$ cat src/rtl/tq_pkg.sv
// Shared types and constants for the timed event queue.
// No dependencies; imported by tq_cell and timed_event_queue.
package tq_pkg;

  localparam int TIME_W        = 48;
  localparam int IV_W          = 32;
  localparam int SLOTS_DEF     = 16;
  localparam int ID_WIDTH_DEF  = 32;
  localparam int TAG_WIDTH_DEF = 16;
  localparam int ID_MAX_W      = 64;
  localparam int TAG_MAX_W     = 32;
  localparam int IDX_MAX_W     = 8;
  localparam logic [9:0] MS_PER_S = 10'd1000;

  localparam logic [2:0] CMD_TICK       = 3'd0;
  localparam logic [2:0] CMD_ADD_REL    = 3'd1;
  localparam logic [2:0] CMD_ADD_ABS    = 3'd2;
  localparam logic [2:0] CMD_CANCEL_ID  = 3'd3;
  localparam logic [2:0] CMD_CANCEL_TAG = 3'd4;
  localparam logic [2:0] CMD_SET_IV     = 3'd5;
  localparam logic [2:0] CMD_CLEAR      = 3'd6;

  localparam logic [1:0] KIND_ACK   = 2'd0;
  localparam logic [1:0] KIND_FIRED = 2'd1;
  localparam logic [1:0] KIND_IDLE  = 2'd2;

  // command broadcast to every cell, held stable while a wave runs
  typedef struct packed {
    logic [2:0]           cmd;
    logic [TIME_W-1:0]    now;
    logic [TIME_W-1:0]    dl_new;
    logic [IV_W-1:0]      iv;
    logic                 rep;
    logic [TAG_MAX_W-1:0] own;
    logic [TAG_MAX_W-1:0] sig;
    logic [ID_MAX_W-1:0]  id;
  } bcast_t;

  // wave control passed from cell to cell
  typedef struct packed {
    logic v;
    logic found;
  } ctl_t;

  // commit of one fired slot
  typedef struct packed {
    logic                 en;
    logic [IDX_MAX_W-1:0] idx;
  } fire_t;

endpackage

$ cat src/rtl/tq_cell.sv
// One timer slot of the chain: holds the slot state and updates the passing wave.
// Depends on tq_pkg.
module tq_cell
  import tq_pkg::*;
#(
  parameter int IDX       = 0,
  parameter int IDX_W     = 4,
  parameter int ID_WIDTH  = ID_WIDTH_DEF,
  parameter int TAG_WIDTH = TAG_WIDTH_DEF
) (
  input  logic                 clk,
  input  logic                 rst_n,
  input  bcast_t               bc,
  input  fire_t                fire,
  input  ctl_t                 ci,
  input  logic [TIME_W-1:0]    dl_i,
  input  logic [IDX_W-1:0]     idx_i,
  input  logic [ID_WIDTH-1:0]  id_i,
  input  logic [TAG_WIDTH-1:0] own_i,
  input  logic [TAG_WIDTH-1:0] sig_i,
  output ctl_t                 co,
  output logic [TIME_W-1:0]    dl_o,
  output logic [IDX_W-1:0]     idx_o,
  output logic [ID_WIDTH-1:0]  id_o,
  output logic [TAG_WIDTH-1:0] own_o,
  output logic [TAG_WIDTH-1:0] sig_o
);

  logic                 valid_r, valid_nxt;
  logic [TIME_W-1:0]    dl_r, dl_nxt;
  logic [IV_W-1:0]      iv_r, iv_nxt;
  logic                 rep_r, rep_nxt;
  logic [TAG_WIDTH-1:0] own_r, own_nxt;
  logic [TAG_WIDTH-1:0] sig_r, sig_nxt;
  logic [ID_WIDTH-1:0]  id_r, id_nxt;

  ctl_t                 co_r, co_nxt;
  logic [TIME_W-1:0]    wdl_r, wdl_nxt;
  logic [IDX_W-1:0]     widx_r, widx_nxt;
  logic [ID_WIDTH-1:0]  wid_r, wid_nxt;
  logic [TAG_WIDTH-1:0] wown_r, wown_nxt;
  logic [TAG_WIDTH-1:0] wsig_r, wsig_nxt;

  logic [ID_WIDTH-1:0]  cmd_id;
  logic [TAG_WIDTH-1:0] cmd_own, cmd_sig;
  logic                 hit_id, hit_tag, expired;
  logic [TIME_W:0]      rearm_sum;
  logic [TIME_W-1:0]    rearm_dl;

  assign cmd_id  = bc.id[ID_WIDTH-1:0];
  assign cmd_own = bc.own[TAG_WIDTH-1:0];
  assign cmd_sig = bc.sig[TAG_WIDTH-1:0];
  assign hit_id  = valid_r && (id_r == cmd_id);
  assign hit_tag = valid_r && (own_r == cmd_own) && (sig_r == cmd_sig);
  assign expired = valid_r && (dl_r < bc.now);

  assign rearm_sum = {1'b0, bc.now} + {{(TIME_W + 1 - IV_W){1'b0}}, iv_r};
  assign rearm_dl  = rearm_sum[TIME_W] ? {TIME_W{1'b1}} : rearm_sum[TIME_W-1:0];

  always_comb begin
    valid_nxt = valid_r;
    dl_nxt    = dl_r;
    iv_nxt    = iv_r;
    rep_nxt   = rep_r;
    own_nxt   = own_r;
    sig_nxt   = sig_r;
    id_nxt    = id_r;
    // wave payload holds once the wave has passed, so the chain end keeps it
    co_nxt    = co_r;
    co_nxt.v  = ci.v;
    wdl_nxt   = wdl_r;
    widx_nxt  = widx_r;
    wid_nxt   = wid_r;
    wown_nxt  = wown_r;
    wsig_nxt  = wsig_r;
    if (ci.v) begin
      co_nxt.found = ci.found;
      wdl_nxt      = dl_i;
      widx_nxt     = idx_i;
      wid_nxt      = id_i;
      wown_nxt     = own_i;
      wsig_nxt     = sig_i;
      case (bc.cmd)
        CMD_TICK: begin
          if (expired && (!ci.found || (dl_r < dl_i))) begin
            co_nxt.found = 1'b1;
            wdl_nxt      = dl_r;
            widx_nxt     = IDX_W'(IDX);
            wid_nxt      = id_r;
            wown_nxt     = own_r;
            wsig_nxt     = sig_r;
          end
        end
        CMD_ADD_REL, CMD_ADD_ABS: begin
          if (!valid_r && !ci.found) begin
            co_nxt.found = 1'b1;
            valid_nxt    = 1'b1;
            dl_nxt       = bc.dl_new;
            own_nxt      = cmd_own;
            sig_nxt      = cmd_sig;
            id_nxt       = cmd_id;
            iv_nxt       = (bc.cmd == CMD_ADD_REL) ? bc.iv : '0;
            rep_nxt      = (bc.cmd == CMD_ADD_REL) ? bc.rep : 1'b0;
          end
        end
        CMD_CANCEL_ID: begin
          if (hit_id && !ci.found) begin
            co_nxt.found = 1'b1;
            valid_nxt    = 1'b0;
          end
        end
        CMD_CANCEL_TAG: begin
          if (hit_tag) begin
            co_nxt.found = 1'b1;
            valid_nxt    = 1'b0;
          end
        end
        CMD_SET_IV: begin
          if (hit_id && !ci.found) begin
            co_nxt.found = 1'b1;
            iv_nxt       = bc.iv;
            dl_nxt       = bc.dl_new;
          end
        end
        CMD_CLEAR: begin
          co_nxt.found = 1'b1;
          valid_nxt    = 1'b0;
        end
        default: ;
      endcase
    end
    // fired slot: re-arm or free
    if (fire.en && (fire.idx[IDX_W-1:0] == IDX_W'(IDX))) begin
      if (rep_r) begin
        dl_nxt = rearm_dl;
      end else begin
        valid_nxt = 1'b0;
      end
    end
  end

  always_ff @(posedge clk) begin
    if (!rst_n) begin
      valid_r <= 1'b0;
      co_r.v  <= 1'b0;
    end else begin
      valid_r <= valid_nxt;
      co_r.v  <= co_nxt.v;
    end
    co_r.found <= co_nxt.found;
    dl_r       <= dl_nxt;
    iv_r       <= iv_nxt;
    rep_r      <= rep_nxt;
    own_r      <= own_nxt;
    sig_r      <= sig_nxt;
    id_r       <= id_nxt;
    wdl_r      <= wdl_nxt;
    widx_r     <= widx_nxt;
    wid_r      <= wid_nxt;
    wown_r     <= wown_nxt;
    wsig_r     <= wsig_nxt;
  end

  assign co    = co_r;
  assign dl_o  = wdl_r;
  assign idx_o = widx_r;
  assign id_o  = wid_r;
  assign own_o = wown_r;
  assign sig_o = wsig_r;

endmodule

$ cat config.mk
export PLATFORM = sky130hd
export DESIGN_NAME = tq_cell
export DESIGN_NICKNAME = d
export VERILOG_FILES = /design/src/rtl/tq_pkg.sv /design/src/rtl/tq_cell.sv
export SDC_FILE = /design/constraint.sdc
export NUM_CORES = 1
export LEC_CHECK = 0
export BUFFER_PORTS_ARGS = -buffer_cell sky130_fd_sc_hd__buf_2
export CAP_MARGIN = 20
export CORE_AREA = 2 2 195 197
export DETAILED_ROUTE_END_ITERATION = 8
export DIE_AREA = 0 0 197 199
export PLACE_DENSITY = 0.67
export SYNTH_ARGS = -nofsm -noshare
export SYNTH_HDL_FRONTEND = slang
export SYNTH_SLANG_ARGS = --single-unit
$ cat constraint.sdc
create_clock -name clk -period 6 [get_ports clk]
set_input_delay 0.9 -clock clk [delete_from_list [all_inputs] [get_ports clk]]
set_output_delay 0.9 -clock clk [all_outputs]
set_load 0.01 [all_outputs]
==> results.sh <==
export IMPL_status="complete, no violations"
export IMPL_r2r_end="dl_r[15]"
export IMPL_cts_tree="done"
export IMPL_synth_top_cell_area_share_pct=42.1
export IMPL_drc=0
export IMPL_ir_drop_uv=212
export IMPL_firstDrtPassIters=5
export IMPL_die_w_um=197
export IMPL_synth_area_mm2=0.0153
export IMPL_crit_fanout=41
export IMPL_dp_cells=2167
export IMPL_grt_pass1_vias=11900
export IMPL_yosysSeqAreaShare_pct=48.6
export IMPL_cts_buffers=31
export IMPL_die_area_mm2=0.0392
export IMPL_drt_iter0_markers=658
export IMPL_ys_async_sr_fraction_pct=0
export IMPL_worst_setup_path_start_kind="input port"
export IMPL_grt_ovfl_total=0
export IMPL_grt_usage_pct=22.2
export IMPL_maxSlewHeadroom_pct=25.5
export IMPL_path_class="input port to flop"
export IMPL_cp_end_kind="flop"
export IMPL_initial_core_util_pct=41.1
export IMPL_cts_resized=0
export IMPL_rr_worst_depth=12
export IMPL_ys_flop_type="edfxtp_1"
export IMPL_startpoint="bc[209]"
export IMPL_clockPowerShare_pct=36.8
export IMPL_syn_inst=1283
export IMPL_fin_cells=2236
export IMPL_powerDensity_mw_per_mm2=279
export IMPL_hold_buffers=0
export IMPL_synth_top_cells_by_area="edfxtp_1 (42%), ha_1 (10%), dfxtp_1 (6.6%)"
export IMPL_wl_um=45400
export IMPL_finalSetupViolCount=0
export IMPL_r2r_slack_ps=1970
export IMPL_ant_nets=0
export IMPL_cts_sinks=264
export IMPL_p_sw_mw=1.50
export IMPL_area_growth_pct=24.6
export IMPL_worstPathCellList="buf_2, ha_1, fa_1, a211oi_1, nor3_1, o21ai_1, a21oi_1, or2_0, a21oi_4, nor2_1, a31oi_4, buf_4, a22oi_1"
export IMPL_p_int_mw=3.82
export IMPL_clock_skew_ps=14.9
export IMPL_r2r_start="iv_r[0]"
export IMPL_busiest_layer="met2"
export IMPL_io_buffers=438
export IMPL_arrival_ps=4520
export IMPL_root_buffer="clkbuf_16"
export IMPL_synth_most_common_cell="edfxtp_1"
export IMPL_tightest_slew_ps=1110
export IMPL_drv_slew=0
export IMPL_core_region_area_mm2=0.0371
export IMPL_rows=71
export IMPL_swShare_pct=28.1
export IMPL_grt_start_max_net_pins=65
export IMPL_min_path_type="input port to flop"
export IMPL_crit_path_top_delay_cell="buf_4"
export IMPL_use_met3_pct=5.22
export IMPL_antenna_found_initial=17
export IMPL_comb_power_share_pct=20.2
export IMPL_synth_area_per_cell_um2=11.9
export IMPL_viasPerCell=5.35
export IMPL_finalCritPeriodShare_pct=68.2
export IMPL_htree_num_levels=1
export IMPL_worst_skew_pair_late_latency_ps=580
export IMPL_clk_pin_slew_ps=60
export IMPL_synth_edf_count=214
export IMPL_min_period_ps=4090
export IMPL_die_y_um=199
export IMPL_wl_per_cell_um=20.3
export IMPL_syn_nets=1799
export IMPL_cts_buffer_depth=3
export IMPL_dpl_hpwl_um=35400
export IMPL_vias=12000
export IMPL_worstSetupEndpoint="dl_r[15]"
export IMPL_fill_cells=3327
export IMPL_slowest_delay_ps=470
export IMPL_ys_types=67
export IMPL_rsz0062_at_grt="no"
export IMPL_max_freq_mhz=244
export IMPL_drive_above_1_share_pct=33.7
export IMPL_tns_ps=0
export IMPL_grt_pass1_wl_um=67100
export IMPL_synth_warnings=0
export IMPL_p_seq_share_pct=43.0
export IMPL_yosys_area_top_type="edfxtp_1"
export IMPL_ios=507
export IMPL_leakagePower_nw=8.12
export IMPL_cts_setup_buffers=0
export IMPL_cp_data_required_time_ps=6430
export IMPL_ys_ff_latch=264
export IMPL_routabilityCongestion=0.872
export IMPL_hold_violations=0
export IMPL_met1_usage_pct=28.7
export IMPL_cap_viol_max_count=0
export IMPL_synth_common_cells="edfxtp_1 (214), ha_1 (126), inv_1 (99)"
export IMPL_nets=2243
export IMPL_met2_usage_pct=36.9
cells by family after synthesis:
family	after synthesis	share of synthesized area, %
flops	264	48.6
xor+xnor	105	6.02
mux	156	11.2
simple gates	244	8.51
buf+inv	137	4.14
fa+ha+maj	128	10.5
compound gates	249	11.0
registers in the layout (all words and copies together) (netlist names):
register,flops
co,2
dl_o,48
dl_r,48
id_o,32
id_r,32
idx_o,4
iv_r,32
own_o,16
own_r,16
rep_r,1
sig_o,16
sig_r,16
valid_r,1
placed cells by master, fill, tap and decap left out, types with 31 or more instances in the layout:
| cell type | n |
|---|---|
| a21o_1 | 33 |
| a21oi_1 | 59 |
| a22oi_1 | 43 |
| and2_1 | 34 |
| buf_2 | 437 |
| clkbuf_16 | 31 |
| dfxtp_1 | 50 |
| edfxtp_1 | 214 |
| ha_1 | 126 |
| inv_1 | 99 |
| mux2_1 | 38 |
| mux2_2 | 77 |
| mux2i_1 | 41 |
| nand2_1 | 43 |
| nand4_1 | 33 |
| nor2_1 | 39 |
| o21ai_0 | 40 |
| xnor2_1 | 63 |
| xor2_1 | 42 |
stage by stage:
step | total power [mW] | area [µm²] | hold WS (ps) | setup slack, ps | util (%)
final | 5.32 | 19000 | 513 | 1910 | 51.2
after floorplan | 2.96 | 15300 | 532 | 2450 | -
after global placement | 3.35 | 17900 | 578 | 1350 | 48.3
after detailed placement | 3.39 | 17900 | 584 | 1310 | 48.3
after CTS | 5.36 | 19000 | 481 | 1930 | 51.1
after global routing | 5.58 | 19000 | 485 | 1750 | 51.2
routing by layer:
layer  share of wire (%)  wire, µm
met5                0.24       107
met1                  42     19200
met3                 7.7      3480
met4                 2.7      1230
met2                  47     21400
final cells by class:
class	instances	area, µm²	area share (%)
repair buffers	449	2320	12.2
flip-flops and latches	264	7430	39.0
clock buffers	41	843	4.43
inverters	99	372	1.95
multi-input cells	882	7240	38.0
diodes	10	25.0	0.132
clock inverters	17	210	1.10
well taps	474	593	3.12
power groups by stage:
| stage | clock network, mW | registers (mW) | logic [mW] |
|---|---|---|---|
| floorplan | 0 | 2.29 | 0.670 |
| global placement | 0 | 2.32 | 1.03 |
| detailed placement | 0 | 2.33 | 1.06 |
| CTS | 2.00 | 2.29 | 1.07 |
| global route | 2.07 | 2.31 | 1.21 |
| finish | 1.96 | 2.29 | 1.07 |
worst max-delay path, delay by kind of cell:
| kind | cells | cell delay, ps |
|---|---|---|
| AO/OA/AOI/OAI | 6 | 1530 |
| AND/OR/NAND/NOR | 3 | 730 |
| buffers and inverters | 2 | 590 |
| adder cells (fa/ha/maj) | 2 | 690 |
how the worst min path moves through the flow:
| stage | start | to | slack [ps] | depth (start not counted) |
|---|---|---|---|---|
| finish | bc[101] | own_r[5] | 510 | 1 |
| floorplan | dl_r[0] | dl_r[0] | 530 | 2 |
| global placement | id_r[22] | id_o[22] | 580 | 1 |
| detailed placement | id_r[14] | id_o[14] | 580 | 1 |
| global route | bc[101] | own_r[5] | 480 | 1 |
| CTS | bc[101] | own_r[5] | 480 | 1 |
Power figures use the tool's default switching activity.
